**src/rtl/core/fsg_pkg.sv**
```systemverilog
// ---------------------------------------------------------------------------
// fsg_pkg
// types, codes and sizes shared by the falling sand grid stepper
// ---------------------------------------------------------------------------
package fsg_pkg;

  localparam int MAX_COLS  = 64;
  localparam int MAX_ROWS  = 64;
  localparam int COL_W     = $clog2(MAX_COLS);
  localparam int ROW_W     = $clog2(MAX_ROWS);
  localparam int COL_CNT_W = $clog2(MAX_COLS + 1);
  localparam int ROW_CNT_W = $clog2(MAX_ROWS + 1);
  localparam int ADDR_W    = ROW_W + COL_W;
  localparam int DEPTH     = 1 << ADDR_W;

  localparam int FUNC_W      = 2;
  localparam int FIELD_COL_W = 6;
  localparam int FIELD_ROW_W = 6;
  localparam int KIND_W      = 2;
  localparam int CFG_IDX_W   = 2;
  localparam int CFG_DATA_W  = 16;
  localparam int DIM_REG_W   = 7;
  localparam int SEED_W      = 16;

  localparam logic [FUNC_W-1:0] FUNC_SPAWN = 2'd0;
  localparam logic [FUNC_W-1:0] FUNC_TICK  = 2'd1;
  localparam logic [FUNC_W-1:0] FUNC_READ  = 2'd2;

  localparam logic [KIND_W-1:0] KIND_AIR     = 2'd0;
  localparam logic [KIND_W-1:0] KIND_SAND    = 2'd1;
  localparam logic [KIND_W-1:0] KIND_WATER   = 2'd2;
  localparam logic [KIND_W-1:0] KIND_INVALID = 2'd3;

  localparam logic [CFG_IDX_W-1:0] REG_COLS = 2'd0;
  localparam logic [CFG_IDX_W-1:0] REG_ROWS = 2'd1;
  localparam logic [CFG_IDX_W-1:0] REG_SEED = 2'd2;

  typedef enum logic [3:0] {
    ST_CLEAR,
    ST_IDLE,
    ST_SP_CHK,
    ST_RD_CHK,
    ST_TK_HERE,
    ST_TK_BELOW,
    ST_TK_SIDE_TRY,
    ST_TK_SIDE_CHK,
    ST_TK_WR_TO,
    ST_TK_WR_FROM,
    ST_RESULT
  } state_t;

  typedef struct packed {
    logic [COL_CNT_W-1:0] cols;
    logic [ROW_CNT_W-1:0] rows;
    logic                 side;
  } cfg_view_t;

  typedef struct packed {
    logic              we;
    logic [ADDR_W-1:0] waddr;
    logic [KIND_W-1:0] wdata;
    logic [ADDR_W-1:0] raddr;
  } ram_req_t;

endpackage

```
**src/rtl/core/fsg_cmd_if.sv**
```systemverilog
// ---------------------------------------------------------------------------
// fsg_cmd_if
// command channel: spawn, tick or read of one cell
// ---------------------------------------------------------------------------
interface fsg_cmd_if
  import fsg_pkg::*;
  ();
  logic                   valid;
  logic                   ready;
  logic [FUNC_W-1:0]      func;
  logic [FIELD_COL_W-1:0] col;
  logic [FIELD_ROW_W-1:0] row;
  logic [KIND_W-1:0]      kind;

  modport source (output valid, func, col, row, kind, input ready);
  modport sink   (input valid, func, col, row, kind, output ready);
endinterface

```
**src/rtl/core/fsg_rsp_if.sv**
```systemverilog
// ---------------------------------------------------------------------------
// fsg_rsp_if
// response channel: one word per command
// ---------------------------------------------------------------------------
interface fsg_rsp_if
  import fsg_pkg::*;
  ();
  logic              valid;
  logic              ready;
  logic              status;
  logic [KIND_W-1:0] cell_kind;

  modport source (output valid, status, cell_kind, input ready);
  modport sink   (input valid, status, cell_kind, output ready);
endinterface

```
**src/rtl/core/fsg_engine.sv**
```systemverilog
// ---------------------------------------------------------------------------
// fsg_engine
// command sequencer: clear pass, spawn, read and the cell scan of a tick
// ---------------------------------------------------------------------------
module fsg_engine
  import fsg_pkg::*;
(
  input  logic              clk,
  input  logic              rst,
  fsg_cmd_if.sink           cmd,
  fsg_rsp_if.source         rsp,
  input  cfg_view_t         cfgv,
  output logic              draw,
  output ram_req_t          ram,
  input  logic [KIND_W-1:0] ram_rdata
);

  state_t                 state, state_next;
  logic [ADDR_W-1:0]      clr_addr, clr_addr_next;
  logic [FIELD_ROW_W-1:0] req_row, req_row_next;
  logic [FIELD_COL_W-1:0] req_col, req_col_next;
  logic [KIND_W-1:0]      req_kind, req_kind_next;
  logic [ROW_W-1:0]       cur_row, cur_row_next;
  logic [COL_W-1:0]       cur_col, cur_col_next;
  logic [KIND_W-1:0]      here_kind, here_kind_next;
  logic [KIND_W-1:0]      dst_kind, dst_kind_next;
  logic [ADDR_W-1:0]      dst_addr, dst_addr_next;
  logic                   first_left, first_left_next;
  logic                   attempt, attempt_next;
  logic                   down, down_next;
  logic                   pend_skip, pend_skip_next;
  logic                   skip, skip_next;
  logic                   res_status, res_status_next;
  logic [KIND_W-1:0]      res_kind, res_kind_next;
  logic                   rsp_valid, rsp_valid_next;
  logic                   rsp_status, rsp_status_next;
  logic [KIND_W-1:0]      rsp_kind, rsp_kind_next;

  logic              inb;
  logic [ADDR_W-1:0] req_addr;
  logic [ADDR_W-1:0] here_addr;
  logic [ADDR_W-1:0] below_addr;
  logic [ADDR_W-1:0] side_addr;
  logic              last_col;
  logic              has_below;
  logic              go_left;
  logic              can_go;
  logic              adv;
  logic              adv_skip;
  logic [ROW_W-1:0]  nxt_row;
  logic [COL_W-1:0]  nxt_col;
  logic [ROW_W-1:0]  top_row;

  assign inb = (32'(req_row) < 32'(cfgv.rows)) && (32'(req_col) < 32'(cfgv.cols));
  assign req_addr   = {ROW_W'(req_row), COL_W'(req_col)};
  assign here_addr  = {cur_row, cur_col};
  assign below_addr = {cur_row + ROW_W'(1), cur_col};
  assign last_col   = (COL_CNT_W'(cur_col) + COL_CNT_W'(1)) >= cfgv.cols;
  assign has_below  = (ROW_CNT_W'(cur_row) + ROW_CNT_W'(1)) < cfgv.rows;
  assign go_left    = attempt ? !first_left : first_left;
  assign can_go     = go_left ? (cur_col != '0) : !last_col;
  assign side_addr  = {cur_row + ROW_W'(down),
                       go_left ? cur_col - COL_W'(1) : cur_col + COL_W'(1)};
  assign nxt_row    = last_col ? cur_row - ROW_W'(1) : cur_row;
  assign nxt_col    = last_col ? '0 : cur_col + COL_W'(1);
  assign top_row    = ROW_W'(cfgv.rows - ROW_CNT_W'(1));

  assign rsp.valid     = rsp_valid;
  assign rsp.status    = rsp_status;
  assign rsp.cell_kind = rsp_kind;

  always_ff @(posedge clk) begin
    if (rst) begin
      state     <= ST_CLEAR;
      clr_addr  <= '0;
      skip      <= 1'b0;
      rsp_valid <= 1'b0;
    end else begin
      state     <= state_next;
      clr_addr  <= clr_addr_next;
      skip      <= skip_next;
      rsp_valid <= rsp_valid_next;
    end
  end

  always_ff @(posedge clk) begin
    req_row    <= req_row_next;
    req_col    <= req_col_next;
    req_kind   <= req_kind_next;
    cur_row    <= cur_row_next;
    cur_col    <= cur_col_next;
    here_kind  <= here_kind_next;
    dst_kind   <= dst_kind_next;
    dst_addr   <= dst_addr_next;
    first_left <= first_left_next;
    attempt    <= attempt_next;
    down       <= down_next;
    pend_skip  <= pend_skip_next;
    res_status <= res_status_next;
    res_kind   <= res_kind_next;
    rsp_status <= rsp_status_next;
    rsp_kind   <= rsp_kind_next;
  end

  always_comb begin
    state_next      = state;
    clr_addr_next   = clr_addr;
    req_row_next    = req_row;
    req_col_next    = req_col;
    req_kind_next   = req_kind;
    cur_row_next    = cur_row;
    cur_col_next    = cur_col;
    here_kind_next  = here_kind;
    dst_kind_next   = dst_kind;
    dst_addr_next   = dst_addr;
    first_left_next = first_left;
    attempt_next    = attempt;
    down_next       = down;
    pend_skip_next  = pend_skip;
    skip_next       = skip;
    res_status_next = res_status;
    res_kind_next   = res_kind;
    rsp_valid_next  = rsp_valid;
    rsp_status_next = rsp_status;
    rsp_kind_next   = rsp_kind;
    cmd.ready       = 1'b0;
    draw            = 1'b0;
    ram.we          = 1'b0;
    ram.waddr       = here_addr;
    ram.wdata       = KIND_AIR;
    ram.raddr       = here_addr;
    adv             = 1'b0;
    adv_skip        = 1'b0;

    if (rsp_valid && rsp.ready) begin
      rsp_valid_next = 1'b0;
    end

    case (state)
      ST_CLEAR: begin
        ram.we        = 1'b1;
        ram.waddr     = clr_addr;
        ram.wdata     = KIND_AIR;
        clr_addr_next = clr_addr + ADDR_W'(1);
        if (clr_addr == ADDR_W'(DEPTH - 1)) begin
          state_next = ST_IDLE;
        end
      end
      ST_IDLE: begin
        cmd.ready     = 1'b1;
        req_row_next  = cmd.row;
        req_col_next  = cmd.col;
        req_kind_next = cmd.kind;
        ram.raddr     = {ROW_W'(cmd.row), COL_W'(cmd.col)};
        if (cmd.valid) begin
          case (cmd.func)
            FUNC_SPAWN: state_next = ST_SP_CHK;
            FUNC_READ:  state_next = ST_RD_CHK;
            FUNC_TICK: begin
              cur_row_next = top_row;
              cur_col_next = '0;
              skip_next    = 1'b0;
              ram.raddr    = {top_row, COL_W'(0)};
              state_next   = ST_TK_HERE;
            end
            default: begin
              res_status_next = 1'b0;
              res_kind_next   = KIND_AIR;
              state_next      = ST_RESULT;
            end
          endcase
        end
      end
      ST_SP_CHK: begin
        res_kind_next = KIND_AIR;
        if (!inb || req_kind == KIND_INVALID || ram_rdata != KIND_AIR) begin
          res_status_next = 1'b1;
        end else begin
          res_status_next = 1'b0;
          ram.we          = 1'b1;
          ram.waddr       = req_addr;
          ram.wdata       = req_kind;
        end
        state_next = ST_RESULT;
      end
      ST_RD_CHK: begin
        res_status_next = 1'b0;
        res_kind_next   = inb ? ram_rdata : KIND_AIR;
        state_next      = ST_RESULT;
      end
      ST_TK_HERE: begin
        here_kind_next = ram_rdata;
        if (skip || ram_rdata == KIND_AIR || ram_rdata == KIND_INVALID) begin
          adv = 1'b1;
        end else if (has_below) begin
          ram.raddr  = below_addr;
          state_next = ST_TK_BELOW;
        end else if (ram_rdata == KIND_WATER) begin
          draw            = 1'b1;
          first_left_next = !cfgv.side;
          attempt_next    = 1'b0;
          down_next       = 1'b0;
          state_next      = ST_TK_SIDE_TRY;
        end else begin
          adv = 1'b1;
        end
      end
      ST_TK_BELOW: begin
        if (ram_rdata == KIND_AIR ||
            (here_kind == KIND_SAND && ram_rdata == KIND_WATER)) begin
          dst_addr_next  = below_addr;
          dst_kind_next  = ram_rdata;
          pend_skip_next = 1'b0;
          state_next     = ST_TK_WR_TO;
        end else if (here_kind == KIND_WATER ||
                     (here_kind == KIND_SAND && ram_rdata == KIND_SAND)) begin
          draw            = 1'b1;
          first_left_next = !cfgv.side;
          attempt_next    = 1'b0;
          down_next       = (here_kind == KIND_SAND);
          state_next      = ST_TK_SIDE_TRY;
        end else begin
          adv = 1'b1;
        end
      end
      ST_TK_SIDE_TRY: begin
        if (can_go) begin
          ram.raddr      = side_addr;
          dst_addr_next  = side_addr;
          pend_skip_next = !down && !go_left;
          state_next     = ST_TK_SIDE_CHK;
        end else if (!attempt) begin
          attempt_next = 1'b1;
        end else begin
          adv = 1'b1;
        end
      end
      ST_TK_SIDE_CHK: begin
        if (ram_rdata == KIND_AIR || (down && ram_rdata == KIND_WATER)) begin
          dst_kind_next = ram_rdata;
          state_next    = ST_TK_WR_TO;
        end else if (!attempt) begin
          attempt_next = 1'b1;
          state_next   = ST_TK_SIDE_TRY;
        end else begin
          adv = 1'b1;
        end
      end
      ST_TK_WR_TO: begin
        ram.we     = 1'b1;
        ram.waddr  = dst_addr;
        ram.wdata  = here_kind;
        state_next = ST_TK_WR_FROM;
      end
      ST_TK_WR_FROM: begin
        ram.we    = 1'b1;
        ram.waddr = here_addr;
        ram.wdata = dst_kind;
        adv       = 1'b1;
        adv_skip  = pend_skip;
      end
      ST_RESULT: begin
        if (!rsp_valid || rsp.ready) begin
          rsp_valid_next  = 1'b1;
          rsp_status_next = res_status;
          rsp_kind_next   = res_kind;
          state_next      = ST_IDLE;
        end
      end
      default: state_next = ST_IDLE;
    endcase

    // step to the next cell of the scan, or finish the tick
    if (adv) begin
      if (last_col && cur_row == '0) begin
        res_status_next = 1'b0;
        res_kind_next   = KIND_AIR;
        skip_next       = 1'b0;
        state_next      = ST_RESULT;
      end else begin
        cur_row_next = nxt_row;
        cur_col_next = nxt_col;
        skip_next    = adv_skip;
        ram.raddr    = {nxt_row, nxt_col};
        state_next   = ST_TK_HERE;
      end
    end
  end

endmodule

```
**src/flat_wrapper.sv**
```systemverilog
// flat-port wrapper written by rule: the top's interface ports become plain ports
module fsg_engine_flat import fsg_pkg::*;
  (clk, rst, cfgv, draw, ram, ram_rdata, cmd_valid, cmd_func, cmd_col, cmd_row, cmd_kind, cmd_ready, rsp_valid, rsp_status, rsp_cell_kind, rsp_ready);
  fsg_cmd_if cmd_i ();
  fsg_rsp_if rsp_i ();
  input  logic clk;
  input  logic rst;
  input  cfg_view_t cfgv;
  output logic draw;
  output ram_req_t ram;
  input  logic [KIND_W-1:0] ram_rdata;
  input wire logic [$bits(cmd_i.valid)-1:0] cmd_valid;
  input wire logic [$bits(cmd_i.func)-1:0] cmd_func;
  input wire logic [$bits(cmd_i.col)-1:0] cmd_col;
  input wire logic [$bits(cmd_i.row)-1:0] cmd_row;
  input wire logic [$bits(cmd_i.kind)-1:0] cmd_kind;
  output wire logic [$bits(cmd_i.ready)-1:0] cmd_ready;
  output wire logic [$bits(rsp_i.valid)-1:0] rsp_valid;
  output wire logic [$bits(rsp_i.status)-1:0] rsp_status;
  output wire logic [$bits(rsp_i.cell_kind)-1:0] rsp_cell_kind;
  input wire logic [$bits(rsp_i.ready)-1:0] rsp_ready;
  assign cmd_i.valid = cmd_valid;
  assign cmd_i.func = cmd_func;
  assign cmd_i.col = cmd_col;
  assign cmd_i.row = cmd_row;
  assign cmd_i.kind = cmd_kind;
  assign cmd_ready = cmd_i.ready;
  assign rsp_valid = rsp_i.valid;
  assign rsp_status = rsp_i.status;
  assign rsp_cell_kind = rsp_i.cell_kind;
  assign rsp_i.ready = rsp_ready;
  fsg_engine u_core (.clk(clk), .rst(rst), .cmd(cmd_i), .rsp(rsp_i), .cfgv(cfgv), .draw(draw), .ram(ram), .ram_rdata(ram_rdata));
endmodule
```
**config.mk**
```make
export PLATFORM = sky130hd
export DESIGN_NAME = fsg_engine_flat
export DESIGN_NICKNAME = d
export VERILOG_FILES = /design/src/rtl/core/fsg_pkg.sv /design/src/rtl/core/fsg_cmd_if.sv /design/src/rtl/core/fsg_rsp_if.sv /design/src/rtl/core/fsg_engine.sv /design/src/flat_wrapper.sv
export SDC_FILE = /design/constraint.sdc
export NUM_CORES = 1
export LEC_CHECK = 0
export BUFFER_PORTS_ARGS = -buffer_cell sky130_fd_sc_hd__buf_2
export CAP_MARGIN = 40
export CORE_ASPECT_RATIO = 1.75
export CORE_MARGIN = 2
export CORE_UTILIZATION = 37
export DETAILED_ROUTE_END_ITERATION = 16
export PLACE_DENSITY_LB_ADDON = 0.05
export SKIP_CTS_REPAIR_TIMING = 1
export SYNTH_ARGS = -nofsm -noshare
export SYNTH_HDL_FRONTEND = slang
export SYNTH_SLANG_ARGS = --single-unit
```
**constraint.sdc**
```tcl
create_clock -name clk -period 5.1 [get_ports clk]
set_input_delay 0.255 -clock clk [delete_from_list [all_inputs] [get_ports clk]]
set_output_delay 0.255 -clock clk [all_outputs]
set_load 0.02 [all_outputs]
```
== After elaboration in Yosys (flattened, before gate mapping) ==
Cells that the tools add are included.

* Register bits: 70
* Input bits: 37
* Output and inout port bits: 33
* Logic and storage cells: 218

* Add/subtract/negate cells: 9
* Magnitude comparators: 4
* Eq/ne operators: 38
* Multiplexer cells: 103
* Reduce and logical (&&, ||, !) cells: 44

{| class="wikitable"
|+ Operators with widths
! kind !! count
|-
| 2-to-1 mux 12 bit || 9
|-
| 2-to-1 mux 6 bit || 13
|-
| case mux 15 bit (4 select lines) || 1
|-
| 2-to-1 mux 4 bit || 13
|-
| 2-to-1 mux 1 bit || 46
|-
| case mux 4 bit (10 select lines) || 1
|-
| case mux 12 bit (3 select lines) || 1
|-
| case mux 12 bit (2 select lines) || 1
|-
| subtractor 6 x 1 -> 6 bit (second input constant) || 3
|-
| == test 4 x 3 -> 1 bit (second input constant) || 4
|-
| 2-to-1 mux 15 bit || 1
|-
| adder 6 x 1 -> 7 bit (second input constant) || 2
|-
| < comparator 6 x 7 -> 1 bit || 2
|-
| 2-to-1 mux 2 bit || 7
|-
| nonzero test 2 bit || 7
|-
| adder 12 x 1 -> 12 bit (second input constant) || 1
|-
| adder 6 x 1 -> 6 bit (second input constant) || 2
|-
| == test 12 bit (second input constant) || 1
|-
| == test 4 bit (second input constant) || 3
|-
| != test 2 x 1 -> 1 bit (second input constant) || 6
|-
| case mux 4 bit (3 select lines) || 1
|-
| == test 2 bit (second input constant) || 5
|-
| != test 2 bit (second input constant) || 5
|-
| != test 3 x 1 -> 1 bit (second input constant) || 3
|-
| 30 further kinds || 60
|}

== Longest topological paths before layout ==
* Word-level depth: 9
* Depth in mapped cells: 15
* Gate-level depth less buffers: 13

== Worst setup path before layout ==
OpenSTA, ideal clock, no wires.

* Path type: register -> output
* Start point: reg u_core.cur_col[0]
* End point: out ram[11] (netlist bit)
* Arrival: 3184 ps
* Data required time: 4845 ps
* Path slack: 1661 ps
* Cell stages (with the launch flop): 15
* Path buffers: 2
* Cell sequence: dfxtp_1 clkbuf_1 nand3_1 nor2_1 xnor2_1 inv_1 ha_1 nand4_1 nor2_1 a211oi_4 nor4_2 o21bai_2 buf_2 o21ai_0 o22ai_1

{| class="wikitable"
|+ RTL lines
! element !! RTL line !! text
|-
| start: declaration || fsg_engine.sv:24 || <nowiki>logic [COL_W-1:0] cur_col, cur_col_next;</nowiki>
|-
| start signal: assignment || fsg_engine.sv:91 || <nowiki>cur_col <= cur_col_next;</nowiki>
|-
| end: declaration || flat_wrapper.sv:10 || <nowiki>output ram_req_t ram;</nowiki>
|}

==> results.md <==
* Num CTS Buffers at 9
* Gate Count Post-Synth at 639
* Switching share of power at 0.480
* CP max FO at 12
* Warnings from Yosys at 0
* Initial antenna violation count at 0
* Clock latency on the worst-skew pair at 340 ps
* RSZ-0062 raised after global routing: no
* Layout cells sized above 1 at 0.177
* Reg2reg setup slack at 980 ps
* Drt total wl at 18.4 mm
* Post-synth cell types at 73
* DR top layer: met4
* # rows at 58
* Number of flops mapped to enable cells by yosys at 37
* Die W at 95.8 um
* Commonest non-fill, non-tap cell in the layout: buf_2
* Synth Register Bits at 70
* Max_cap viols at 0
* Grt total ovfl at 0
* Clk sinks at 70
* Worst path slowest cell: a211oi_4
* Fin crit period at 4670 ps
* CP Class: reg -> out
* Setup WS post-layout at about 430 ps
* IR drop worst, VDD at 306 uV
* Fin Setup TNS at 0 ps
* Crit start category: flip-flop
* H-tree level count at 3
* Vias at a little over 5000
* Async set-reset flop share out of synthesis at 0
* Pwr dens at 600 nW/um2
* Place WS at between 700 and 800 ps
* WL met1 at ~7.3 mm
* Via density at ~6
* Die Y at 165 um
* Setup Viol. Count Final at 0
* Vias in the first global route at 5091
* Most frequent cells in the layout: 69 x buf_2, 57 x nor2_1, 56 x nand2_1
* Area growth syn-to-layout at 15.2%
* Buf+Inv Stages, Crit Path at 1
* Layout net count at 764
* Max Fclk at 214 MHz
* Avg Inst Size Synth at 8.54 um2
* Fin util at 0.438
* Crit path cell chain: ha_1 -> nand3_1 -> xnor2_1 -> ha_1 -> a211oi_1 -> nor2_1 -> a211oi_4 -> a211oi_2 -> or2_0 -> a221oi_2 -> a31oi_1 -> o21a_1 -> buf_2
* RR Startpoint: u_core.cur_row[0]
* Buffers on Ports at slightly below 70
* P_int at 1960 uW
* Setup Skew at 4.82 ps
* Post-synth top flop: edfxtp_1
* Clock power frac at 0.181
* Routability Congestion at 0.903
* CP most frequent cell: ha_1
* Worst Setup SP: u_core.cur_col[0]
* Initial Utilization at 0.380
* Slew HR at 0.428
* Combinational Power Share at 0.581
* Worst EP required at 4850 ps
* Final count of hold timing violations at 0
* Clock slew at reported path FFs at 60 ps
* Final instance area at 6290 um2
* Worst hold start: cmd_kind[0]
* CP Data Arrival Time at ~4400 ps
* TritonCTS clock tree: done
* DP HPWL at 14.5 mm
* Max clock buf depth at 2
* Register area share after synthesis at 0.325
* Top delay family on crit path: compound AO/OA/AOI/OAI gates
* Core region area at 14400 um2
* Worst Hold Class: in -> reg
* Reported net switching power at roughly 1800 uW
* P_leak at 0.00252 uW
* Initial DRT Pass Iterations at 7
* Pin count of the biggest net entering global routing at 29
* Nature of the critical path endpoint: output pin
* # IOs at 70
* Sequential cell fraction of total power at 0.238
* Met3 WL at 747 um
* Metal2 WL at 9.68 mm
* Overall Global Routing Usage at 0.241
* Status: finished clean
* Tcrit/Tclk final at 0.915
* Average wire per standard cell at approximately 21 um
* DRC Markers at 0
* Crit path largest cell delay at around 660 ps
* Final max-slew violation count at 0
* Ant. Diodes at 0
* Syn Nets at about 700
* Root Buffer: clkbuf_16
* Dpl cell area at 5960 um2
* Post-route ant nets at 0
* Die area at 15800 um2
* Worst-Margin Slew at 858 ps
* DRT iter0 DRCs at roughly 310
* First-pass GRT wire length at roughly 28 mm
* Syn Std Cell Area at ~5500 um2
[cells in the mapped netlist, drive strengths merged (2+ instances only)]
library cell | instances | area (um2)
and4 | 4 | 35.0
a211oi | 28 | 228
a221oi | 7 | 80.1
a31oi | 7 | 43.8
a22o | 4 | 35.0
edfxtp | 37 | 1110
o21bai | 8 | 63.8
inv | 34 | 128
nor3b | 8 | 60.1
buf | 21 | 111
clkbuf | 15 | 56.3
nor3 | 9 | 45.0
nand2b | 6 | 45.0
nand4 | 6 | 37.5
o22ai | 10 | 62.6
o211ai | 4 | 30.0
o21ai | 47 | 239
o21a | 4 | 30.0
a22oi | 3 | 27.5
a222oi | 8 | 80.1
a32o | 3 | 30.0
nand3 | 26 | 135
xor2 | 14 | 123
and2 | 3 | 18.8
nor2b | 10 | 62.6
and3 | 6 | 37.5
a311oi | 7 | 78.8
o221ai | 2 | 17.5
a32oi | 3 | 26.3
nand2 | 57 | 230
xnor2 | 25 | 219
dfxtp | 33 | 661
a21o | 12 | 90.1
a21oi | 36 | 184
or3 | 5 | 31.3
o311a | 2 | 20.0
nor4 | 3 | 25.0
o2bb2ai | 4 | 35.0
ha | 31 | 388
or2 | 4 | 25.0
nor2 | 61 | 254
mux2i | 9 | 90.1
[through the flow]
step / std cells / hold WS, ps / power, uW
after floorplan: 639 / 347 / 2420
after global placement: 864 / 424 / 3060
after detailed placement: 865 / 425 / 3080
after CTS: 881 / 80.9 / 3770
after global routing: 881 / 83.8 / 4030
final: 881 / 91.4 / 3770
[cell families (layout without fill, tap and decap cells)]
kind of cell,count (synthesis),count (layout),synth area share
AO/OA/AOI/OAI,205,205,0.269
XOR/XNOR,39,39,0.0626
adder cells (fa/ha/maj),32,32,0.0729
buffers and inverters,71,133,0.0548
flip-flops,70,70,0.325
multiplexers,10,10,0.0186
AND/OR/NAND/NOR,212,212,0.198
[registers in the layout (all words and copies together), names as in the netlist, 4 cells and up]
signal,cells
u_core.cur_col,6
u_core.req_row,6
u_core.clr_addr,12
u_core.req_col,6
u_core.dst_addr,12
u_core.state,4
u_core.cur_row,6
[power groups by stage]
stage,Clock [uW],Sequential (uW),Combinational (uW)
after floorplan,0,796,1630
after global placement,0,902,2160
after global routing,713,914,2400
final,683,899,2190
after CTS,694,893,2190
after detailed placement,0,904,2180
[path summary, 6_finish.rpt]
check                                                to  depth (start not counted)
worst min-delay path                 u_core.req_kind[0]                          1
worst max register to register       u_core.res_kind[0]                         12
worst max-delay path                             ram[6]                         13
worst min register to register  u_core.rsp.cell_kind[1]                          0
[per-layer routing]
| metal | vias up | GRT usage |
|---|---|---|
| met5 | - | 0 |
| met4 | 0 | 0.116 |
| met3 | 39 | 0.0328 |
| met2 | 150 | 0.421 |
| met1 | 2504 | 0.285 |
| li1 | 2498 | - |
[final cells by class]
type / instances / area [um2]
repair buffers: 82 / 443
flip-flops and latches: 70 / 1770
multi-input cells: 498 / 3400
fillers: 1476 / 8080
clock inverters: 6 / 86.3
inverters: 35 / 131
well taps: 180 / 225
clock buffers: 10 / 229
(Power assumes the default switching activity.)
