<file path="config.mk">
export PLATFORM = sky130hd
export DESIGN_NAME = fsg_cfg_flat
export DESIGN_NICKNAME = d
export VERILOG_FILES = /design/src/rtl/core/fsg_pkg.sv /design/src/rtl/core/fsg_cfg_if.sv /design/src/rtl/core/fsg_cfg.sv /design/src/flat_wrapper.sv
export SDC_FILE = /design/constraint.sdc
export NUM_CORES = 1
export LEC_CHECK = 0
export ABC_AREA = 1
export BUFFER_PORTS_ARGS = -buffer_cell sky130_fd_sc_hd__buf_2
export CAP_MARGIN = 20
export CORE_MARGIN = 2
export CORE_UTILIZATION = 35
export DETAILED_ROUTE_END_ITERATION = 7
export SYNTH_ARGS = -nofsm -noshare
export SYNTH_HDL_FRONTEND = slang
export SYNTH_SLANG_ARGS = --single-unit
</file>
<file path="constraint.sdc">
create_clock -name clk -period 2.9 [get_ports clk]
set_input_delay 0.87 -clock clk [delete_from_list [all_inputs] [get_ports clk]]
set_output_delay 0.87 -clock clk [all_outputs]
set_load 0.01 [all_outputs]
</file>
<file path="src/rtl/core/fsg_pkg.sv">
// ---------------------------------------------------------------------------
// fsg_pkg
// types, codes and sizes shared by the falling sand grid stepper
// ---------------------------------------------------------------------------
package fsg_pkg;

  localparam int MAX_COLS  = 64;
  localparam int MAX_ROWS  = 64;
  localparam int COL_W     = $clog2(MAX_COLS);
  localparam int ROW_W     = $clog2(MAX_ROWS);
  localparam int COL_CNT_W = $clog2(MAX_COLS + 1);
  localparam int ROW_CNT_W = $clog2(MAX_ROWS + 1);
  localparam int ADDR_W    = ROW_W + COL_W;
  localparam int DEPTH     = 1 << ADDR_W;

  localparam int FUNC_W      = 2;
  localparam int FIELD_COL_W = 6;
  localparam int FIELD_ROW_W = 6;
  localparam int KIND_W      = 2;
  localparam int CFG_IDX_W   = 2;
  localparam int CFG_DATA_W  = 16;
  localparam int DIM_REG_W   = 7;
  localparam int SEED_W      = 16;

  localparam logic [FUNC_W-1:0] FUNC_SPAWN = 2'd0;
  localparam logic [FUNC_W-1:0] FUNC_TICK  = 2'd1;
  localparam logic [FUNC_W-1:0] FUNC_READ  = 2'd2;

  localparam logic [KIND_W-1:0] KIND_AIR     = 2'd0;
  localparam logic [KIND_W-1:0] KIND_SAND    = 2'd1;
  localparam logic [KIND_W-1:0] KIND_WATER   = 2'd2;
  localparam logic [KIND_W-1:0] KIND_INVALID = 2'd3;

  localparam logic [CFG_IDX_W-1:0] REG_COLS = 2'd0;
  localparam logic [CFG_IDX_W-1:0] REG_ROWS = 2'd1;
  localparam logic [CFG_IDX_W-1:0] REG_SEED = 2'd2;

  typedef enum logic [3:0] {
    ST_CLEAR,
    ST_IDLE,
    ST_SP_CHK,
    ST_RD_CHK,
    ST_TK_HERE,
    ST_TK_BELOW,
    ST_TK_SIDE_TRY,
    ST_TK_SIDE_CHK,
    ST_TK_WR_TO,
    ST_TK_WR_FROM,
    ST_RESULT
  } state_t;

  typedef struct packed {
    logic [COL_CNT_W-1:0] cols;
    logic [ROW_CNT_W-1:0] rows;
    logic                 side;
  } cfg_view_t;

  typedef struct packed {
    logic              we;
    logic [ADDR_W-1:0] waddr;
    logic [KIND_W-1:0] wdata;
    logic [ADDR_W-1:0] raddr;
  } ram_req_t;

endpackage

</file>
<file path="src/rtl/core/fsg_cfg_if.sv">
// ---------------------------------------------------------------------------
// fsg_cfg_if
// configuration write channel
// ---------------------------------------------------------------------------
interface fsg_cfg_if
  import fsg_pkg::*;
  ();
  logic                  valid;
  logic                  ready;
  logic [CFG_IDX_W-1:0]  index;
  logic [CFG_DATA_W-1:0] data;

  modport source (output valid, index, data, input ready);
  modport sink   (input valid, index, data, output ready);
endinterface

</file>
<file path="src/rtl/core/fsg_cfg.sv">
// ---------------------------------------------------------------------------
// fsg_cfg
// configuration registers, clamped grid size and side choice lfsr
// ---------------------------------------------------------------------------
module fsg_cfg
  import fsg_pkg::*;
(
  input  logic      clk,
  input  logic      rst,
  fsg_cfg_if.sink   cfg,
  input  logic      draw,
  output cfg_view_t view
);

  logic [DIM_REG_W-1:0] cols_reg;
  logic [DIM_REG_W-1:0] rows_reg;
  logic [SEED_W-1:0]    lfsr;
  logic [SEED_W-1:0]    seed_in;
  logic                 fb;

  assign cfg.ready = 1'b1;
  assign seed_in   = SEED_W'(cfg.data);
  assign fb        = lfsr[0] ^ lfsr[2] ^ lfsr[3] ^ lfsr[5];

  always_ff @(posedge clk) begin
    if (rst) begin
      cols_reg <= DIM_REG_W'(MAX_COLS);
      rows_reg <= DIM_REG_W'(MAX_ROWS);
      lfsr     <= SEED_W'(1);
    end else if (cfg.valid) begin
      case (cfg.index)
        REG_COLS: cols_reg <= DIM_REG_W'(cfg.data);
        REG_ROWS: rows_reg <= DIM_REG_W'(cfg.data);
        REG_SEED: lfsr <= (seed_in == '0) ? SEED_W'(1) : seed_in;
        default: ;
      endcase
    end else if (draw) begin
      lfsr <= {fb, lfsr[SEED_W-1:1]};
    end
  end

  always_comb begin
    if (cols_reg == '0) begin
      view.cols = COL_CNT_W'(1);
    end else if (32'(cols_reg) > MAX_COLS) begin
      view.cols = COL_CNT_W'(MAX_COLS);
    end else begin
      view.cols = COL_CNT_W'(cols_reg);
    end
    if (rows_reg == '0) begin
      view.rows = ROW_CNT_W'(1);
    end else if (32'(rows_reg) > MAX_ROWS) begin
      view.rows = ROW_CNT_W'(MAX_ROWS);
    end else begin
      view.rows = ROW_CNT_W'(rows_reg);
    end
    view.side = lfsr[0];
  end

endmodule

</file>
<file path="src/flat_wrapper.sv">
// flat-port wrapper written by rule: the top's interface ports become plain ports
module fsg_cfg_flat import fsg_pkg::*;
  (clk, rst, draw, view, cfg_valid, cfg_index, cfg_data, cfg_ready);
  fsg_cfg_if cfg_i ();
  input  logic clk;
  input  logic rst;
  input  logic draw;
  output cfg_view_t view;
  input wire logic [$bits(cfg_i.valid)-1:0] cfg_valid;
  input wire logic [$bits(cfg_i.index)-1:0] cfg_index;
  input wire logic [$bits(cfg_i.data)-1:0] cfg_data;
  output wire logic [$bits(cfg_i.ready)-1:0] cfg_ready;
  assign cfg_i.valid = cfg_valid;
  assign cfg_i.index = cfg_index;
  assign cfg_i.data = cfg_data;
  assign cfg_ready = cfg_i.ready;
  fsg_cfg u_core (.clk(clk), .rst(rst), .cfg(cfg_i), .draw(draw), .view(view));
endmodule
</file>
### Yosys cells after proc, flatten, opt, wreduce, memory -nomap -nowiden

Cells that the tools add are included.

* magnitude comparators: 2
* equality and inequality tests: 3
* muxes and demuxes: 8
* bitwise logic cells: 3
* reductions and logical operators: 8

Operator list (number)
* $mux W16: 4
* $mux W7: 4
* $logic_not A16 Y1: 1
* $gt A7 B7 Y1 const B: 2
* $logic_not A7 Y1: 2
* $reduce_and A2 Y1: 3
* $xor A1 B1 Y1: 3
* $eq A2 B1 Y1 const B: 1
* $eq A2 B2 Y1 const B: 1
* $logic_not A2 Y1: 1
* $ne A2 B1 Y1 const B: 1
* $reduce_bool A2 Y1: 1

* flip-flop bits (word level): 30
* word-level logic and storage cells: 27

### Longest topological paths before layout

Gate-level depths: netlist (run 1).

* depth after elaboration: 5
* depth in mapped cells: 7
* mapped depth without buffers: 7

### Worst setup path before layout (run 1)

OpenSTA, ideal clock, no wires.

* kind: reg-to-output
* start: register u_core.cols_reg[0]
* end: output port view[11] (netlist bit)
* data arrival time: 770 ps
* data required time: 2030 ps
* slack: 1260 ps
* cell stages (with the launch flop): 6
* path through: dfxtp_1 > nor2_1 > nand4_1 > nand2_1 > inv_1 > nor2_1

RTL lines
* start, declared: RTL line fsg_cfg.sv:15 `logic [DIM_REG_W-1:0] cols_reg;`
* start signal, assigned: RTL line fsg_cfg.sv:27 `cols_reg <= DIM_REG_W'(MAX_COLS);`
* start signal, assigned: RTL line fsg_cfg.sv:32 `REG_COLS: cols_reg <= DIM_REG_W'(cfg.data);`
* end, declared: RTL line flat_wrapper.sv:8 `output cfg_view_t view;`

==> results of run 1 <==
-- worst max-delay path by stage --
stage                         end  depth (start not counted)  slack (ns)          startpoint
2_1_floorplan            view[11]                          5        1.26  u_core.cols_reg[0]
3_3_place_gp   u_core.cols_reg[2]                          5        1.04        cfg_index[0]
3_5_place_dp   u_core.cols_reg[3]                          5        0.98        cfg_index[0]
4_1_cts                  view[13]                          6        0.85  u_core.cols_reg[0]
5_1_grt                   view[8]                          6        0.71  u_core.cols_reg[0]
6_report                  view[8]                          6        0.86  u_core.cols_reg[0]
-- layer usage --
metal / GRT usage [%] / up-vias / wire length, um
met1: 21.88 / 666 / 1837
met3: 4.219 / 6 / 221
met2: 23.77 / 46 / 1624
met4: 7.128 / 0 / 58
met5: 0 / - / 0
li1: - / 826 / -
-- synth_stat cells, drive strengths merged --
master,number,share of area [%]
a21oi,22,8.3
a22oi,1,0.47
buf,8,4.4
clkbuf,6,1.4
conb,1,0.23
dfxtp,30,37
inv,33,7.9
nand2,69,18
nand3,6,2.2
nand4,3,1.2
nor2,37,8.7
o21ai,32,10
-- cell families after synthesis --
group,after synthesis
AOI/OAI and AO/OA,55
buffers and inverters,47
DFF,30
other,1
and+or+nand+nor,115
-- stage by stage --
step	cells	setup slack [ns]	power, mW	hold WS, ns
after floorplan	248	1.260	0.5730	0.4372
after global placement	323	1.040	0.6177	0.4538
after detailed placement	323	0.9754	0.6183	0.4575
final	331	0.8598	0.9502	0.4671
after global routing	331	0.7066	1.014	0.4830
after CTS	331	0.8485	0.9637	0.4677
-- worst max-delay path: cells and delay by family (launching register included) --
family | cells | cell delay (ns)
AND/OR/NAND/NOR | 4 | 0.35
flip-flops | 1 | 0.33
buffers and inverters | 1 | 0.15
AO/OA/AOI/OAI | 1 | 0.06
-- final cells by class --
cell class	instances	area, sq um
fillers	506	2527
multi-input cells	171	785.8
flip-flops and latches	30	600.6
repair buffers	37	187.7
inverters	33	126.4
clock buffers	7	86.33
well taps	52	65.06
clock inverters	1	5.005
-- power by group --
| part | internal [mW] | switching [mW] | total [mW] |
|---|---|---|---|
| clock network | 0.191 | 0.152 | 0.343 |
| logic | 0.0564 | 0.100 | 0.156 |
| registers | 0.436 | 0.0151 | 0.451 |
==> key figures, run 1 <==
Status
  – Outcome: finished, final reports clean

Logic synthesis
  – Unique masters post-synth: 21
  – Flops & latches, synth: 30
  – XOR/XNOR share of the synthesized area: 0%
  – Synth Area in Compound Gates: between 10% and 20%
  – Largest family of logic cells by synthesized area: simple AND/OR/NAND/NOR gates
  – Syn_nets: 270
  – Sequential area share after synthesis: a little under two fifths
  – Synth Area per Inst: about 6.5 sq um
  – Simple-gate share of the synthesized area: a little under a third
  – Cell area after synthesis: between 1500 and 2000 sq um
  – Synth warn: 0
  – Mapped Cells: approximately 250
  – Adder-cell area share of the yosys netlist: 0%
  – Post-synthesis mux area share: 0%

Worst setup path
  – Crit end category: primary output
  – Crit path max-delay cell type: dfxtp_1
  – CP max FO: 3
  – Critical path data required time: about 2.0 ns
  – Worst path max stage delay: about 0.33 ns
  – Path depth of the worst reg2reg path: 6
  – CP cell instances: nor2_1 -> nand4_1 -> nand2_1 -> nand2_1 -> o21ai_0 -> buf_2
  – Crit-path most repeated cell: nand2_1
  – R2R Path End: u_core.lfsr[15]
  – Crit path launch type: register
  – Kind of critical path: reg2out
  – Flop-to-flop setup slack: approximately 1.9 ns
  – Arrival @ worst endpoint: approximately 1.2 ns
  – Worst r2r src: u_core.lfsr[2]

Global routing
  – Number of global-route vias before repair: around 1.4k
  – Initial antenna violation count: 0
  – Largest net degree at the start of global routing: 27
  – Tot GR Track Use: about 16%
  – First-pass GRT wire length: ~6.4 mm
  – Total gr overflow: 0

STA
  – FMAX: slightly below 0.5 GHz
  – Final Critical Period: a little over 2 ns
  – Final period util: between 70% and 80%
  – Setup-failing EPs final: 0
  – Fin. Hold Viols: 0
  – Setup total negative slack: 0 ns
  – Worst clock skew: approximately 0.0035 ns
  – Max-slew violations: 0
  – RSZ-0062 raised after global routing: false

Clock network
  – CTS Hold Bufs: 0
  – Clock Tree Buf Depth: 2
  – Worst-skew pair later-pin latency: approximately 0.28 ns
  – Post-CTS setup buffers: 0
  – H-tree depth: 2
  – CTS buffer count: 5
  – CTS sink count: 30
  – Post-CTS sizing: 0
  – CTS tree: done
  – CTS clk-pin slew, worst paths: around 0.06 ns
  – Root Buffer: clkbuf_8

Route
  – Final wirelength: ~3.7 mm
  – # DRC: 0
  – DR pass1 iterations: 4
  – DR iter-0 viols: a little over 90
  – Wire per inst: ~11 um
  – DRT antenna net count: 0
  – Vias/cell: around 4.7
  – Via count: roughly 1.5k

Placement
  – DP HPWL: 2.870 mm
  – GP Congestion: roughly 0.8
  – Placed Area: ~1800 sq um
  – IO buf count: 36

Layout
  – ANT cells: 0
  – Max FFs per register: 16
  – Commonest non-fill, non-tap cell in the layout: nand2_1
  – Area growth syn-to-layout: 15.67%
  – Fin area: roughly 1900 sq um
  – Layout Nets: 300
  – Layout cells sized above 1: around 22%
  – Most frequent cells in the layout: nand2_1, nor2_1, buf_2
  – Fin util: 42.35%

Min path
  – Hold endpoint: u_core.lfsr[8]
  – Hold path startpoint: u_core.lfsr[8]
  – Hold depth: 2
  – Hold/Removal Path Class: reg2reg

Pwr
  – Worst vdd ir: ~190 uV
  – Pwr per Cell Area: 511.8 nW/um^2
  – Leak Pwr: 0.8493 nW

Floorplanning
  – Ports: 38
  – Die Y: 71.73 um
  – Cell row count: 24
  – Core box area: around 4400 sq um
  – Die Span X: 71.73 um
  – Die Area: roughly 5000 sq um
  – Starting Density: between 30% and 40%

Flow run
  – Max-cap violations: 0
Note: power is estimated with default switching activity, not from simulation.
==> run 2, diff against run 1 <==
==> constraint.sdc (replaced) <==
create_clock -name clk -period 1.7 [get_ports clk]
set_input_delay 0.51 -clock clk [delete_from_list [all_inputs] [get_ports clk]]
set_output_delay 0.51 -clock clk [all_outputs]
set_load 0.01 [all_outputs]
==> run 2 against run 1 <==
Net effect: the flow now finishes with violations (setup timing); final area grew 1.8%; die area is the same; final cell count grew 0.91%; utilization grew 0.74 points; critical path type unchanged; largest cell class unchanged; highest routed layer unchanged.
==> key figures, run 2 (synthesized netlist as in run 1, its figures left out) <==
Placement
  – DP HPWL: between 2 and 3 mm
  – IO buf count: 36
  – Placed Area: 1788 sq um
  – GP Congestion: 0.8606

Route
  – Vias/cell: ~4.6
  – Final wirelength: 3.793 mm
  – DR iter-0 viols: 97
  – # DRC: 0
  – DR pass1 iterations: 4
  – DRT antenna net count: 0
  – Via count: around 1.5k
  – Wire per inst: roughly 11 um

Layout
  – Fin util: a little over two fifths
  – Multi-input gate area: approximately 800 sq um
  – Area growth syn-to-layout: 17.69%
  – Layout cells sized above 1: a little over a quarter
  – ANT cells: 0
  – Fin area: ~1900 sq um
  – Sequential cell area: 605.6 sq um
  – Filler cells: 478
  – Most frequent cells in the layout: nand2_1, buf_2, nor2_1
  – Layout Nets: around 300
  – Commonest non-fill, non-tap cell in the layout: nand2_1
  – Max FFs per register: 16

Global routing
  – Total gr overflow: 0
  – Number of global-route vias before repair: roughly 1.4k
  – Largest net degree at the start of global routing: 21
  – Tot GR Track Use: around 16%
  – Initial antenna violation count: 0
  – First-pass GRT wire length: 6.423 mm

Flow run
  – Max-cap violations: 0

Worst setup path
  – Worst path max stage delay: 0.32 ns
  – R2R Path End: u_core.lfsr[15]
  – CP max FO: 2
  – Worst r2r src: u_core.lfsr[0]
  – Kind of critical path: reg2out
  – Path depth of the worst reg2reg path: 6
  – CP cell instances: nor2_1 -> nand4_1 -> buf_4 -> o21ai_1 -> buf_2
  – Flop-to-flop setup slack: 0.80 ns
  – Crit path max-delay cell type: dfxtp_2
  – Critical path data required time: 1.19 ns
  – Arrival @ worst endpoint: about 1.2 ns
  – Crit path launch type: register
  – Crit end category: primary output

Clock network
  – CTS Hold Bufs: 0
  – CTS clk-pin slew, worst paths: ~0.060 ns
  – H-tree depth: 2
  – CTS buffer count: 5
  – CTS tree: done
  – Root Buffer: clkbuf_8
  – CTS sink count: 30
  – Clock Tree Buf Depth: 2
  – Worst-skew pair later-pin latency: a little under 0.3 ns

STA
  – Final Critical Period: roughly 1.7 ns
  – Setup total negative slack: -0.04407 ns
  – Fin. Hold Viols: 0
  – FMAX: roughly 0.58 GHz
  – Final setup margin: -0.03888 ns
  – RSZ-0062 raised after global routing: true
  – Setup-failing EPs final: 3
  – Final period util: 102.3%
  – Max-slew violations: 0
  – Worst clock skew: 0.006726 ns

Pwr
  – Pwr per Cell Area: between 800 and 900 nW/um^2
  – Worst vdd ir: around 390 uV
  – Leak Pwr: about 0.86 nW

Floorplanning
  – Die Y: roughly 72 um
  – Die Area: 5144 sq um
  – Starting Density: 36.62%
  – Die Span X: 71.73 um
  – Cell row count: 24
  – Ports: 38
  – Core box area: ~4400 sq um

Min path
  – Hold endpoint: u_core.lfsr[6]
  – Hold depth: 2
  – Hold/Removal Path Class: reg2reg
  – Hold path startpoint: u_core.lfsr[6]

Status
  – Outcome: finished with violations
  – Violated checks: setup timing
-- run 2: cell types whose count changed in the layout (fill, tap and decap cells not counted), sizes merged --
cell	before	now
clkbuf	7	5
buf	37	41
clkinv	1	2
-- run 2: worst max-delay path by stage --
stage                       start             end  slack [ns]
2_1_floorplan  u_core.cols_reg[0]        view[11]        0.42
3_3_place_gp            cfg_valid  u_core.lfsr[2]        0.24
3_5_place_dp            cfg_valid  u_core.lfsr[0]        0.23
4_1_cts        u_core.cols_reg[5]         view[9]      -0.002
5_1_grt        u_core.rows_reg[4]         view[1]       -0.10
6_report       u_core.rows_reg[4]         view[1]       -0.04
-- run 2: through the flow --
step	power, mW	setup WS (ns)	std cells	hold WS, ns
final	1.601	-0.03888	334	0.4640
after global routing	1.682	-0.1024	334	0.4852
after CTS	1.605	-0.002363	333	0.4624
after detailed placement	1.059	0.2317	326	0.4529
after global placement	1.057	0.2371	326	0.4500
after floorplan	0.9774	0.4201	248	0.4372
-- run 2: cell type report --
cell class,instances,share of cell area (%)
Clock buffer,5,3.642
Clock inverter,2,0.5298
Inverter,33,6.689
Multi-Input combinational cell,171,42.12
Sequential cell,30,32.05
Tap cell,52,3.444
Timing Repair Buffer,41,11.52
-- run 2: timing repair --
item | in CTS | in global routing
gates resized for setup | 3 | 8
endpoints found under the setup margin | 4 | 8
setup buffers | 0 | 1
cloned | 0 | 0
pin swaps | 4 | 3
endpoints found under the hold margin | 0 | 0
-- run 2: report_power, final --
group	switching, mW	total [mW]	leakage (nW)	internal (mW)
Sequential	0.0276	0.772	0.248	0.745
Clock	0.270	0.544	0.0438	0.274
Combinational	0.177	0.284	0.573	0.108
-- run 2: worst max-delay path: cells and delay by family, from the launching register on --
kind            cells  cell delay [ns]
compound gates      1             0.09
buf+inv             2             0.29
flops               1             0.32
simple gates        2             0.23
-- run 2: layer usage --
| layer | part of all wire (%) | GRT usage (%) | up-vias |
|---|---|---|---|
| met2 | 42 | 23.97 | 46 |
| met4 | 1.5 | 5.660 | 0 |
| met5 | 0 | 0 | - |
| met1 | 50 | 22.59 | 664 |
| met3 | 6.3 | 3.516 | 8 |
| li1 | - | - | 831 |
==> run 3, diff against run 2 <==
--- a/config.mk
+++ b/config.mk
@@ -5,7 +5,6 @@
 export SDC_FILE = /design/constraint.sdc
 export NUM_CORES = 1
 export LEC_CHECK = 0
-export ABC_AREA = 1
 export BUFFER_PORTS_ARGS = -buffer_cell sky130_fd_sc_hd__buf_2
 export CAP_MARGIN = 20
 export CORE_MARGIN = 2
==> constraint.sdc (replaced) <==
create_clock -name clk -period 1.8 [get_ports clk]
set_input_delay 0.54 -clock clk [delete_from_list [all_inputs] [get_ports clk]]
set_output_delay 0.54 -clock clk [all_outputs]
set_load 0.01 [all_outputs]
==> run 3 against run 2 <==
Net effect: the flow now finishes without violations; clock skew is 0.0034 ns lower; combinational power fell by 11%; non-clock buffer count up 5; die area down 4.3%; via count is 21% lower; sequential cell count is the same; final area down 3.0%; utilization shrank 0.41 points; clock power shrank 8.8%; global-route usage fell by 1.3 points; first-iteration DRC count is 30% lower; critical path depth decreased by 1; critical path type unchanged; largest power group unchanged.
==> key figures, run 3 <==
Worst setup path
  – Worst r2r src: u_core.lfsr[1]
  – Path depth of the worst reg2reg path: 3
  – Crit path max-delay cell type: dfxtp_1
  – Kind of critical path: reg2out
  – Worst path bufs/invs: 1
  – CP cell instances: nor3_1 -> a21oi_1 -> nor2_1 -> buf_2
  – Flop-to-flop setup slack: 0.75 ns
  – Arrival @ worst endpoint: about 1.1 ns
  – CP max FO: 3
  – Top delay family on crit path: flip-flops
  – Crit end category: primary output
  – Critical path data required time: 1.26 ns
  – Crit path launch type: register
  – R2R Path End: u_core.lfsr[0]
  – Worst path max stage delay: ~0.33 ns

Clock network
  – CTS tree: done
  – Worst-skew pair later-pin latency: 0.28 ns
  – CTS buffer count: 5
  – CTS sink count: 30
  – H-tree depth: 2
  – Post-CTS setup buffers: 0
  – Root Buffer: clkbuf_8
  – Clock Tree Buf Depth: 2
  – CTS clk-pin slew, worst paths: ~0.06 ns
  – CTS Hold Bufs: 0
  – Post-CTS sizing: 0

Pwr
  – Leak Pwr: 0.7940 nW
  – Sequential share of power: 49.5%
  – Combinational power share: 17.0%
  – Clk pwr share: between 30% and 40%
  – Pwr per Cell Area: 808.6 nW/um^2
  – NetSw: between 300 and 400 uW
  – Pint: 1.093 mW
  – Switching Share: between 20% and 30%
  – Worst vdd ir: approximately 380 uV

Min path
  – Hold endpoint: u_core.cols_reg[0]
  – Hold depth: 2
  – Hold path startpoint: u_core.cols_reg[0]
  – Hold/Removal Path Class: reg2reg

Layout
  – Layout Nets: 217
  – Sequential cell area: around 600 sq um
  – Fin area: 1833 sq um
  – ANT cells: 0
  – Multi-input gate area: around 820 sq um
  – Commonest non-fill, non-tap cell in the layout: buf_2
  – Filler cells: about 430
  – Max FFs per register: 16
  – Layout cells sized above 1: between 30% and 40%
  – Area growth syn-to-layout: 19.59%
  – Most frequent cells in the layout: buf_2, dfxtp_1, mux2i_1

STA
  – Final period util: 90.71%
  – Setup-failing EPs final: 0
  – Final setup margin: around 0.17 ns
  – Worst clock skew: 0.003354 ns
  – RSZ-0062 raised after global routing: false
  – Setup total negative slack: 0 ns
  – FMAX: around 0.61 GHz
  – Fin. Hold Viols: 0
  – Final Critical Period: approximately 1.6 ns
  – Max-slew violations: 0

Logic synthesis
  – Area share of the largest cell type after synthesis: roughly 40%
  – Post-synth EDFFs: 0
  – Synth Area in Compound Gates: around 13%
  – Adder-cell area share of the yosys netlist: 0%
  – Post-synth top cells: dfxtp_1, mux2i_1, nor2_1, nor3_1, nor2b_1
  – Simple-gate share of the synthesized area: 20.00%
  – Synth Area per Inst: about 9.6 sq um
  – Synth warn: 0
  – Flops & latches, synth: 30
  – Post-synthesis mux area share: about 18%
  – Sequential area share after synthesis: between 30% and 40%
  – Mapped Cells: ~160
  – Unique masters post-synth: 31
  – Yosys top cell by area: dfxtp_1
  – Largest family of logic cells by synthesized area: simple AND/OR/NAND/NOR gates
  – Top cells by area, synth: dfxtp_1, mux2i_1, a211oi_2
  – XOR/XNOR share of the synthesized area: about 1.7%
  – Synth Flop Type: dfxtp_1
  – Most numerous cell in the Yosys netlist: dfxtp_1
  – Ys async rst share: 0%
  – Cell area after synthesis: about 1500 sq um
  – Syn_nets: about 180

Global routing
  – Total gr overflow: 0
  – Initial antenna violation count: 0
  – Number of global-route vias before repair: roughly 1.2k
  – Largest net degree at the start of global routing: 17
  – First-pass GRT wire length: ~5.6 mm
  – Tot GR Track Use: about 15%

Route
  – Final wirelength: 3.404 mm
  – DRT antenna net count: 0
  – Wire per inst: around 14 um
  – # DRC: 0
  – DR iter-0 viols: 68
  – Vias/cell: ~5.0
  – DR pass1 iterations: 4
  – Via count: 1,226

Floorplanning
  – Ports: 38
  – Die Y: between 70 and 80 um
  – Cell row count: 24
  – Die Area: around 4900 sq um
  – Starting Density: 35.69%
  – Core box area: ~4300 sq um
  – Die Span X: approximately 70 um

Placement
  – Placed Area: 1757 sq um
  – GP Congestion: a little under 0.8
  – Setup WS pre-CTS: approximately 0.23 ns
  – DP HPWL: roughly 2.6 mm
  – IO buf count: 36

Status
  – Outcome: finished, final reports clean

Flow run
  – Max-cap violations: 0
==> run 3: changes by cell type after synthesis, moves of 5 or more <==
cell,before,now
inv_1,31,2
mux2i_1,0,28
nand3_1,5,0
nor2_1,37,16
o21ai_0,32,0
a211oi_1,0,5
nor3_1,0,16
nand2_1,61,3
a21oi_2,6,0
nand2_2,6,0
a211oi_2,0,9
nor2b_1,0,11
a21oi_1,16,2
==> run 3: metal layers <==
| metal | wire [um] | global-route usage [%] | vias to the layer above | share of wire [%] |
|---|---|---|---|---|
| met1 | 1682 | 20.21 | 539 | 49 |
| met4 | 26 | 3.846 | 0 | 0.76 |
| li1 | - | - | 637 | - |
| met2 | 1430 | 21.90 | 45 | 42 |
| met5 | 0 | 0 | - | 0 |
| met3 | 264 | 5.339 | 5 | 7.8 |
==> run 3: how the worst max path moves through the flow <==
| stage | to | cells after the start | slack (ns) | from |
|---|---|---|---|---|
| 2_1_floorplan | u_core.lfsr[11] | 6 | 0.27 | cfg_valid |
| 3_3_place_gp | u_core.lfsr[5] | 5 | 0.25 | cfg_valid |
| 3_5_place_dp | u_core.lfsr[5] | 5 | 0.23 | cfg_valid |
| 4_1_cts | view[8] | 4 | 0.15 | u_core.cols_reg[1] |
| 5_1_grt | view[8] | 4 | 0.05 | u_core.cols_reg[1] |
| 6_report | view[8] | 4 | 0.17 | u_core.cols_reg[1] |
==> run 3: final cells by class <==
type                            instances  share of cell area, %
Multi-Input combinational cell        110                  44.51
Sequential cell                        30                  32.76
Timing Repair Buffer                   46                  14.61
Clock buffer                            7                  4.164
Tap cell                               52                  3.549
Inverter                                2                 0.4096
==> run 3: cells by family (layout without fill, tap and decap cells) <==
logic type,Yosys count,in the layout
simple gates,58,58
flops,30,30
mux,28,28
compound gates,20,20
buf+inv,19,55
xor+xnor,3,3
other cells,1,1
==> run 3: power by group through the flow <==
| stage | clock [mW] | combinational [mW] | sequential, mW |
|---|---|---|---|
| global route | 0.535 | 0.278 | 0.739 |
| CTS | 0.510 | 0.255 | 0.734 |
| detailed placement | 0 | 0.253 | 0.749 |
| finish | 0.496 | 0.252 | 0.734 |
| floorplan | 0 | 0.186 | 0.741 |
| global placement | 0 | 0.252 | 0.749 |
==> run 3: through the flow <==
stage | total power [mW] | cells | hold WS [ns] | utilization, %
3_3_place_gp | 1.001 | 240 | 0.4799 | 40.91
4_1_cts | 1.499 | 247 | 0.5040 | 42.69
3_5_place_dp | 1.002 | 240 | 0.4888 | 40.91
2_1_floorplan | 0.9273 | 159 | 0.4612 | -
6_report | 1.482 | 247 | 0.5001 | 42.69
5_1_grt | 1.552 | 247 | 0.5543 | 42.69
==> run 3: tightest hold or removal path, cell delays in order, from the launching register on <==
cell and delay [ns]:
dfxtp_1 0.33, mux2i_1 0.07, nor2_1 0.07
